$ cat src/rtl/mvne_pkg.sv
`default_nettype none
package mvne_pkg;
    localparam int VERTEX_COUNT = 256;
    localparam int IDX_W        = $clog2(VERTEX_COUNT);
    localparam int SUM_WIDTH    = 24;
    localparam int POS_W        = 16;
    localparam int NORM_W       = 16;
    localparam int EDGE_W       = POS_W + 1;
    localparam int PROD_W       = 2 * EDGE_W;
    localparam int VEC_W        = 36;
    localparam int MAG_W        = 30;
    localparam int SQ_W         = 2 * MAG_W;
    localparam int SSQ_W        = SQ_W + 2;
    localparam int ROOT_W       = 32;
    localparam int FRAC_W       = 14;
    localparam int NUM_W        = MAG_W + FRAC_W + 1;
    localparam int S_TDATA_W    = 80;
    localparam int M_TDATA_W    = 56;

    localparam logic [1:0] MODE_LOAD = 2'd0;
    localparam logic [1:0] MODE_TRI  = 2'd1;
    localparam logic [1:0] MODE_READ = 2'd2;
    localparam logic [1:0] MODE_NONE = 2'd3;

    localparam logic KIND_FACE   = 1'b0;
    localparam logic KIND_VERTEX = 1'b1;

    typedef struct packed {
        logic [1:0]              mode;
        logic [IDX_W-1:0]        vertex_index;
        logic signed [POS_W-1:0] pos_x;
        logic signed [POS_W-1:0] pos_y;
        logic signed [POS_W-1:0] pos_z;
        logic [IDX_W-1:0]        corner_a;
        logic [IDX_W-1:0]        corner_b;
        logic [IDX_W-1:0]        corner_c;
    } t_cmd;

    typedef struct packed {
        logic signed [NORM_W-1:0] x;
        logic signed [NORM_W-1:0] y;
        logic signed [NORM_W-1:0] z;
        logic                     zero;
    } t_norm;
endpackage
`default_nettype wire

$ cat src/rtl/mvne_front.sv
`default_nettype none
module mvne_front (
    input  wire logic                              i_clk,
    input  wire logic                              i_rst_n,
    input  wire logic                              i_s_tvalid,
    output logic                                   o_s_tready,
    input  wire logic [mvne_pkg::S_TDATA_W-1:0]    i_s_tdata,
    input  wire logic [1:0]                        i_s_tuser,
    output logic                                   o_q_valid,
    output mvne_pkg::t_cmd                         o_q_cmd,
    input  wire logic                              i_q_pop
);
    mvne_pkg::t_cmd r_mem [2];
    logic           r_wp;
    logic           r_rp;
    logic [1:0]     r_cnt;
    mvne_pkg::t_cmd cmd;
    logic           push;

    assign cmd.mode         = i_s_tuser;
    assign cmd.vertex_index = i_s_tdata[7:0];
    assign cmd.pos_x        = i_s_tdata[23:8];
    assign cmd.pos_y        = i_s_tdata[39:24];
    assign cmd.pos_z        = i_s_tdata[55:40];
    assign cmd.corner_a     = i_s_tdata[63:56];
    assign cmd.corner_b     = i_s_tdata[71:64];
    assign cmd.corner_c     = i_s_tdata[79:72];

    assign o_s_tready = r_cnt != 2'd2;
    // drop the unused mode here
    assign push       = i_s_tvalid && o_s_tready && (i_s_tuser != mvne_pkg::MODE_NONE);
    assign o_q_valid  = r_cnt != 2'd0;
    assign o_q_cmd    = r_mem[r_rp];

    always_ff @(posedge i_clk) begin
        if (push) begin
            r_mem[r_wp] <= cmd;
        end
    end

    always_ff @(posedge i_clk) begin
        if (!i_rst_n) begin
            r_wp  <= 1'b0;
            r_rp  <= 1'b0;
            r_cnt <= 2'd0;
        end else begin
            if (push) begin
                r_wp <= ~r_wp;
            end
            if (i_q_pop) begin
                r_rp <= ~r_rp;
            end
            r_cnt <= r_cnt + 2'(push) - 2'(i_q_pop);
        end
    end
endmodule
`default_nettype wire

$ cat config.mk
export PLATFORM = sky130hd
export DESIGN_NAME = mvne_front
export DESIGN_NICKNAME = d
export VERILOG_FILES = /design/src/rtl/mvne_pkg.sv /design/src/rtl/mvne_front.sv
export SDC_FILE = /design/constraint.sdc
export NUM_CORES = 1
export LEC_CHECK = 0
export ABC_CLOCK_PERIOD_IN_PS = 10400
export BUFFER_PORTS_ARGS = -buffer_cell sky130_fd_sc_hd__buf_4
export CAP_MARGIN = 40
export CORE_ASPECT_RATIO = 1.1
export CORE_UTILIZATION = 35
export CTS_BUF_LIST = sky130_fd_sc_hd__clkbuf_4
export CTS_CLUSTER_DIAMETER = 30
export DETAILED_ROUTE_END_ITERATION = 10
export HOLD_SLACK_MARGIN = 0.12
export PLACE_DENSITY = 0.53
export SYNTH_ARGS = -nofsm -noshare
export SYNTH_HDL_FRONTEND = slang
export SYNTH_SLANG_ARGS = --single-unit
$ cat constraint.sdc
create_clock -name i_clk -period 10.4 [get_ports i_clk]
set_clock_uncertainty 0.15 [all_clocks]
set_input_delay 0.52 -clock i_clk [delete_from_list [all_inputs] [get_ports i_clk]]
set_output_delay 0.52 -clock i_clk [all_outputs]
set_load 0.01 [all_outputs]
* Word-level counts from Yosys, hierarchy flattened
Memories as Yosys holds them, arrays and structs flattened. A register that Yosys moved wholly into a read port is not among the register bits.
Cells that the tools add are included.
** Operators by class
- Multiplexer cells :: 4
- Equality and inequality tests :: 2
- Reduce and logical (&&, ||, !) cells :: 3
- Bitwise logic cells :: 2
- Add/subtract/negate cells :: 2
** Operators with widths (count)
- $mux 1 :: 4
- $ne 2x2->1 const B :: 2
- $add 2x1->2 :: 1
- $logic_and 1x1->1 :: 2
- $not 1->1 :: 2
- $reduce_bool 2->1 :: 1
- $sub 2x1->2 :: 1
** Word-level totals
- Output and inout bits :: 84
- Bits of input ports :: 86
- Word-level logic and storage cells :: 17
- Memories kept :: 1
- Bits in writable memories :: 164
- Register bits after elaboration :: 4
** Memory list
- r_mem :: depth 2, bits a word 82, rd ports 1, clocked after Yosys merged registers in 1, wr ports 1, RTL line mvne_front.sv:13 : mvne_pkg::t_cmd r_mem [2];

* Logic depth before layout (Yosys ltp)
Gate-level depths: netlist (run 1).
- Depth in word-level cells :: 5
- Gate-level depth with buffers :: 8
- Mapped depth without buffers :: 8

* Worst setup path after synthesis (run 1)
No wires, ideal clock.
- Kind :: input-to-reg
- Start point :: input port i_s_tvalid
- End point :: memory r_mem[1][0] (netlist name), enable pin
- Stages :: 3
- Library setup time :: 0.523 ns
- Required time :: 9.727 ns
- Buffers on the path :: 0
- Slack :: 5.395 ns
- Arrival time :: 4.332 ns
- Path through :: a21bo_1 nand2b_2 nor2_1
** Between the ends
- Longest elaborated chain between the ends :: 4
** Ends and longest elaborated chain
- from (decl) :: RTL line mvne_front.sv:5 : input wire logic i_s_tvalid,
- $logic_and 1x1->1 (2 in series) :: RTL line mvne_front.sv:31 : assign push = i_s_tvalid && o_s_tready && (i_s_tuser != mvne_pkg::MODE_NONE);
- $mux 1 :: RTL line mvne_front.sv:36 : if (push) begin
- $mux 1 (implied by the code) :: RTL line mvne_front.sv:37 : r_mem[r_wp] <= cmd;
- to (decl) :: RTL line mvne_front.sv:13
Every way passes these cells.

* Worst setup path after layout (run 1)
- Start point :: input port i_s_tuser[0]
- End point :: memory r_mem[1][72] (netlist name), enable pin
** Between the ends
- Longest elaborated chain between the ends :: 4
** Ends and longest elaborated chain
- from (decl) :: RTL line mvne_front.sv:8 : input wire logic [1:0] i_s_tuser,
- $ne 2x2->1 :: RTL line mvne_front.sv:31
- $logic_and 1x1->1 :: RTL line mvne_front.sv:31
- $mux 1 :: RTL line mvne_front.sv:36
- $mux 1 (implied by the code) :: RTL line mvne_front.sv:37
Every way passes these cells.

==> impl_metrics.json, run 1 <==
{
  "clock_latency_ps": 520,
  "finalCritPeriodShare": 0.2778,
  "ioPinCount": 170,
  "critical_path_class": "in -> reg",
  "final_cell_mix": "171 x buf_4, 164 x edfxtp_1, 84 x dlygate4sd3_1",
  "vias_per_cell": 4.347,
  "cap_violations": 0,
  "final_area_um2": 8930,
  "grt_pass1_vias": 3745,
  "p_per_area_nw_per_um2": 171.5,
  "antenna_found_initial": 2,
  "core_um2": 17200,
  "ir_worst_vdd_uv": 71.73,
  "setup_tns_ps": 0,
  "rows": 50,
  "die_y_um": 141.6,
  "cp_max_fo": 46,
  "cts_num_sinks": 169,
  "total_power_w": 0.001532,
  "ys_seq_elements": 169,
  "yosys_warnings": 0,
  "cts_inserted_buffers": 17,
  "die_w_um": 128.9,
  "synth_top_area_cell": "edfxtp_1",
  "p_sw_frac": 0.2290,
  "dpl.hpwl_mm": 7.471,
  "end_kind": "register",
  "portBuffers": 169,
  "syn_inst": 283,
  "tightestPinTransition_ps": 658.0,
  "required_ps": 10420,
  "clock_path_buffers": 2,
  "p_switching_w": 0.0003508,
  "yosys-top-cells-area": "edfxtp_1 79%, mux2_2 15%, dfxtp_1 1.6%, buf_6 1.5%, xnor2_1 0.42%",
  "grt.overflow.total": 0,
  "clk_pin_slew_ps": 120,
  "netlist_area_um2": 6198,
  "initial_core_util": 0.3603,
  "nets": 638,
  "p_int_w": 0.001181,
  "cts_tree": "yes",
  "drive_above_1_share": 0.5179,
  "ys_types": 17,
  "syn_area_per_cell_um2": 21.90,
  "yosys.area.top_type_share": 0.7945,
  "track_usage": 0.1383,
  "cts-root-buf": "clkbuf_4",
  "mostFrequentLayoutCell": "buf_4",
  "final_max_slew_viol_count": 0,
  "place_congestion": 0.6583,
  "avgRoutedWirePerCell_um": 15.39,
  "place_area_um2": 7772,
  "p_leak_nw": 3.305,
  "setup_violations": 0,
  "start_kind": "input pin",
  "drtPass1Iterations": 4,
  "routed_wl_mm": 12.23,
  "area_delta_synth_final_pct": 44.07,
  "htreeDepth": 4,
  "syn_nets": 370,
  "status": "complete, no violations",
  "clockPowerShare": 0.275,
  "fmax_ghz": 0.3462,
  "grt_max_degree": 47,
  "worstHoldPathType": "reg -> reg",
  "dieArea_um2": 18250,
  "relSlewSlack": 0.5613,
  "seq_power_share": 0.545,
  "drc_errors": 0,
  "dr.first_iter.drc_count": 139,
  "rsz0062_at_grt": "false",
  "cp.arrival_ps": 2910,
  "hold_viol": 0,
  "finalNonFillerCells": 795,
  "final_util": 0.5191,
  "vias": 3456,
  "synth_seq_area_share": 0.8107,
  "finalCriticalPeriod_ps": 2889,
  "power.share.combinational": 0.180,
  "place_inst": 682,
  "ctsResizeCount": 0,
  "grt_first_pass_wirelength_mm": 18.42,
  "ant_nets": 0
}
==> final cells by class <==
class                      count  area, um2
clock inverter                10      178.9
inverter                       4      16.27
multi-input combinational    101       1069
antenna                        1      2.502
fill                        1459       8274
sequential                   169       5029
tap                          234      292.8
clock buffer                  18      135.1
timing repair buffer         258       2207
==> stage by stage <==
stage          hold WS, ps  setup slack (ps)
5_1_grt              364.3              7389
6_report             367.0              7511
3_3_place_gp         340.6              7151
4_1_cts              325.4              7455
2_1_floorplan        312.4              5395
3_5_place_dp         346.2              7457
==> power by group through the flow <==
stage | sequential (W) | combinational, W | clock (W)
floorplan | 0.000846 | 0.000130 | 0
global placement | 0.000857 | 0.000238 | 0
detailed placement | 0.000852 | 0.000255 | 0
CTS | 0.000836 | 0.000283 | 0.000438
global route | 0.000841 | 0.000298 | 0.000461
finish | 0.000835 | 0.000276 | 0.000421
==> layer usage <==
layer	vias up	GRT usage	routed length [um]
met5	-	0	10
met4	2	0.06192	226
met3	17	0.04977	701
met2	113	0.2461	6428
met1	1679	0.1455	4865
li1	1645	-	-
==> cell families after synthesis <==
logic type / share of synthesized area
AND/OR/NAND/NOR: 0.01009
multiplexers: 0.1508
flip-flops: 0.8107
buffers and inverters: 0.01817
adder cells (fa/ha/maj): 0.002018
AO/OA/AOI/OAI: 0.004036
XOR/XNOR: 0.004240
==> synth_stat cells <==
cell type	count
edfxtp_1	164
mux2_2	83
buf_6	8
dfxtp_1	5
inv_1	4
nor2_1	4
xnor2_1	3
and2_1	2
o21ai_0	2
a21bo_1	1
a21oi_1	1
buf_4	1
ha_1	1
nand2b_2	1
nor2b_4	1
or2_2	1
or3_1	1
==> worst max-delay path, stage by stage <==
cell and delay, ps:
dlygate4sd3_1 540, buf_4 140, a21bo_1 210, nand2b_2 220, nor2_4 440, buf_16 240, buf_4 550
==> path summary, 6_finish.rpt <==
path	from	end	slack [ps]	depth (start not counted)
setup / recovery	i_s_tuser[0]	r_mem[1][72]$_DFFE_PP_	7510	7
hold / removal	r_wp$_SDFFE_PN0P_	r_wp$_SDFFE_PN0P_	370	2
setup reg to reg	r_cnt[1]$_SDFF_PN0_	r_mem[1][72]$_DFFE_PP_	7960	6
hold reg to reg	r_wp$_SDFFE_PN0P_	r_wp$_SDFFE_PN0P_	370	2
==> flip-flops by register name, indices dropped and copies added (netlist names), named ones only <==
register and flops:
r_cnt 2, r_mem 164, r_rp 1, r_wp 1
==> what timing repair did <==
| action | CTS | global route |
|---|---|---|
| buffers inserted | 0 | 0 |
| hold endpoints to repair | 168 | 0 |
| hold buffers | 84 | 0 |
Power figures use the tool's default switching activity.
==> run 2, diff against run 1 <==
- ABC_AREA: default -> 1
- ABC_CLOCK_PERIOD_IN_PS: 10400 -> 2600
- PLACE_DENSITY: 0.53 -> 0.55
- clock period: 10.4 -> 2.6 ns (I/O delays scaled with it)
==> run 2 against run 1 <==
The run now fails in clock tree synthesis (4_1_cts). Area after synthesis rose by 5.6%. Synthesized cell count rose by 2.1%.
==> impl_metrics.json, run 2 <==
{
  "syn_inst": 289,
  "yosysMostFrequentCell": "edfxtp_1",
  "die_w_um": 132.4,
  "htreeDepth": 4,
  "synth_compound_area_frac": 0.0007645,
  "cts_inserted_buffers": 17,
  "rows": 52,
  "yosys.area.top_type_share": 0.7523,
  "synthAdderAreaFrac": 0.001911,
  "synth-simple-area-share": 0.01242,
  "cts_num_sinks": 169,
  "dpl.hpwl_mm": 7.657,
  "yosys-top-cells-area": "edfxtp_1 75%, mux2_4 18%, buf_12 2.4%, dfxtp_1 1.5%, nand2_1 0.69%",
  "synth-edff-count": 164,
  "ys_types": 13,
  "synth_top_family_by_area": "multiplexers",
  "syn_nets": 376,
  "status": "did not finish",
  "place_congestion": 0.6907,
  "place_area_um2": 8089,
  "cts-root-buf": "clkbuf_4",
  "synth_seq_area_share": 0.7676,
  "ioPinCount": 170,
  "synth_top_cells_by_count": "164 x edfxtp_1, 80 x mux2_4, 12 x nand2_1",
  "syn_area_per_cell_um2": 22.65,
  "synth_top_area_cell": "edfxtp_1",
  "die_y_um": 145.4,
  "netlist_area_um2": 6546,
  "ctsResizeCount": 0,
  "async_flop_share": 0,
  "clock_path_buffers": 2,
  "portBuffers": 169,
  "initial_core_util": 0.3568,
  "postCtsHoldBufs": 147,
  "synth.area.mux_share": 0.1869,
  "yosys_warnings": 0,
  "lastStage": "clock tree synthesis (4_1_cts)",
  "synthFlopType": "edfxtp_1",
  "ys_seq_elements": 169,
  "stop_error": "[ERROR RSZ-0060] Max buffer count reached.",
  "post-cts-setup-buffers": 0,
  "synth_xor_area_frac": 0.001338
}
-- run 2: cell types whose count changed after synthesis, moves of 3 or more --
cell,change
buf_6,-7
mux2_4,+80
nor2_1,+3
nand2_1,+12
mux2_2,-81
buf_12,+8
-- run 2: logic make-up after synthesis --
kind of cell | Yosys count
simple gates | 21
compound gates | 1
flops | 169
fa+ha+maj | 1
mux | 82
buf+inv | 14
xor+xnor | 1
-- run 2: stage by stage --
| step | cells | util | TNS, ps | setup slack [ps] |
|---|---|---|---|---|
| global placement | 700 | 0.4409 | 0 | 711.8 |
| floorplan | 289 | - | -139710 | -857.0 |
| detailed placement | 700 | 0.4409 | 0 | 630.7 |
==> run 3, diff against run 2 <==
- ABC_CLOCK_PERIOD_IN_PS: 2600 -> 3400
- CORE_ASPECT_RATIO: 1.1 -> default
- CORE_UTILIZATION: 35 -> 20
- CTS_BUF_LIST: sky130_fd_sc_hd__clkbuf_4 -> default
- CTS_CLUSTER_DIAMETER: 30 -> default
- HOLD_SLACK_MARGIN: 0.12 -> default
- PLACE_DENSITY: 0.55 -> default
- PLACE_DENSITY_LB_ADDON: default -> 0.15
- clock period: 2.6 -> 3.4 ns (I/O delays scaled with it)
==> run 3 against run 2 <==
The run now ends clean. Synthesized cell count unchanged. Area after synthesis unchanged.
==> impl_metrics.json, run 3 <==
{
  "drtPass1Iterations": 4,
  "regArea_um2": 5029,
  "p_per_area_nw_per_um2": 538.4,
  "hold_viol": 0,
  "portBuffers": 169,
  "track_usage": 0.08379,
  "ant_nets": 0,
  "clock_path_buffers": 2,
  "multi_input_area_um2": 1346,
  "r2r_setup_slack_ps": 1380,
  "worstHoldPathType": "in -> reg",
  "antenna_found_initial": 0,
  "largest_reg_flops": 164,
  "dr.first_iter.drc_count": 115,
  "final_max_slew_viol_count": 0,
  "netlist_area_um2": 6546,
  "ys_seq_elements": 169,
  "cp_max_fo": 30,
  "ctsResizeCount": 0,
  "fillers": 3207,
  "ys_types": 13,
  "syn_area_per_cell_um2": 22.65,
  "ir_worst_vdd_uv": 244.0,
  "total_power_w": 0.005231,
  "clockPowerShare": 0.381,
  "required_ps": 3080,
  "cts-root-buf": "clkbuf_16",
  "critical_path_class": "reg -> out",
  "grt_first_pass_wirelength_mm": 20.77,
  "setup_violations": 0,
  "status": "complete, no violations",
  "syn_inst": 289,
  "seq_power_share": 0.475,
  "top_regs": "r_mem: 164 flops, r_cnt: 2 flops",
  "die_y_um": 182.9,
  "rows": 65,
  "vias_per_cell": 3.441,
  "p_leak_nw": 3.731,
  "fmax_ghz": 0.4356,
  "vias": 3455,
  "start_kind": "register",
  "tightestPinTransition_ps": 596.4,
  "yosys.area.top_type_share": 0.7523,
  "synth_seq_area_share": 0.7676,
  "initial_core_util": 0.2053,
  "end_kind": "output port",
  "finalCriticalPeriod_ps": 2296,
  "async_flop_share": 0,
  "routed_wl_mm": 13.83,
  "dpl.hpwl_mm": 8.299,
  "yosys_warnings": 0,
  "drive_above_1_share": 0.5044,
  "cp.arrival_ps": 1980,
  "p_switching_w": 0.001188,
  "finalCritPeriodShare": 0.6752,
  "cts_num_sinks": 169,
  "place_congestion": 0.6479,
  "cts_tree": "yes",
  "grt.overflow.total": 0,
  "htreeDepth": 4,
  "synth_top_cells_by_count": "164 x edfxtp_1, 80 x mux2_4, 12 x nand2_1",
  "power.share.combinational": 0.144,
  "yosysMostFrequentCell": "edfxtp_1",
  "diodes": 0,
  "grt_pass1_vias": 3725,
  "clock_latency_ps": 410,
  "final_util": 0.3047,
  "regMostFlops": "r_mem",
  "cts_inserted_buffers": 17,
  "relSlewSlack": 0.6024,
  "r2r_start": "r_cnt[0]$_SDFF_PN0_",
  "final_cell_mix": "170 x buf_4, 164 x edfxtp_1, 84 x dlygate4sd3_1",
  "nets": 643,
  "p_int_w": 0.004042,
  "cap_violations": 0,
  "synth-edff-count": 164,
  "dieArea_um2": 33460,
  "whs_ps": 253.3,
  "avgRoutedWirePerCell_um": 13.77,
  "synthFlopType": "edfxtp_1",
  "synth_top_area_cell": "edfxtp_1",
  "rsz0062_at_grt": "false",
  "area_delta_synth_final_pct": 48.39,
  "core_um2": 31880,
  "ioPinCount": 170,
  "clk_pin_slew_ps": 60,
  "drc_errors": 0,
  "p_sw_frac": 0.2271,
  "die_w_um": 182.9,
  "min-delay-start": "i_s_tvalid",
  "mostFrequentLayoutCell": "buf_4",
  "yosys-top-cells-area": "edfxtp_1 75%, mux2_4 18%, buf_12 2.4%, dfxtp_1 1.5%, nand2_1 0.69%",
  "grt_max_degree": 84,
  "syn_nets": 376
}
[run 3: cell counts after synthesis]
Identical to the previous run, type by type.
[run 3: cell type report]
type                            instances  share of cell area
Timing Repair Buffer                  257              0.2241
Tap cell                              435             0.05603
Sequential cell                       169              0.5176
Inverter                                5            0.001932
Multi-Input combinational cell        106              0.1386
Clock buffer                           19             0.04456
Clock inverter                         13             0.01713
[run 3: critical path, cell delays in order, from the launching register on]
cell and delay (ps):
dfxtp_4 460, buf_4 530, mux2_2 400, buf_4 140
[run 3: repair_timing]
item                      CTS  global route
hold endpoints to repair  169             0
hold buffers               84             0
setup buffers               0             0
[run 3: logic make-up after synthesis]
kind of cell | Yosys count | synth area share
multiplexers | 82 | 0.1869
adder cells (fa/ha/maj) | 1 | 0.001911
AO/OA/AOI/OAI | 1 | 0.0007638
AND/OR/NAND/NOR | 21 | 0.01242
buffers and inverters | 14 | 0.02905
flip-flops | 169 | 0.7676
XOR/XNOR | 1 | 0.001338
[run 3: worst paths after layout]
path | endpoint | depth (start not counted)
setup / recovery | o_q_cmd[0] | 3
hold / removal | r_wp$_SDFFE_PN0P_ | 5
setup reg to reg | r_mem[1][18]$_DFFE_PP_ | 5
hold reg to reg | register | 2
[run 3: per-layer routing]
metal | up-vias | global-route usage | wire length, um
met5 | - | 0 | 0
met4 | 0 | 0.03300 | 165
met3 | 9 | 0.02383 | 617
met1 | 1693 | 0.1017 | 6307
li1 | 1655 | - | -
met2 | 98 | 0.1399 | 6735
[run 3: power by group through the flow]
stage	logic, W	clock network (W)	registers (W)
4_1_cts	0.000776	0.00208	0.00249
5_1_grt	0.000812	0.00216	0.00250
2_1_floorplan	0.000378	0	0.00253
6_report	0.000752	0.00199	0.00248
3_3_place_gp	0.000689	0	0.00253
3_5_place_dp	0.000694	0	0.00253
[run 3: metrics by stage]
stage          setup slack (ps)  TNS [ps]  std cells  cell area, um2
2_1_floorplan            -57.03     -7795        289            6551
3_3_place_gp               1497         0        888            8274
3_5_place_dp               1398         0        888            8274
4_1_cts                    1016         0       1004            9714
5_1_grt                   968.7         0       1004            9714
6_report                   1104         0       1004            9714
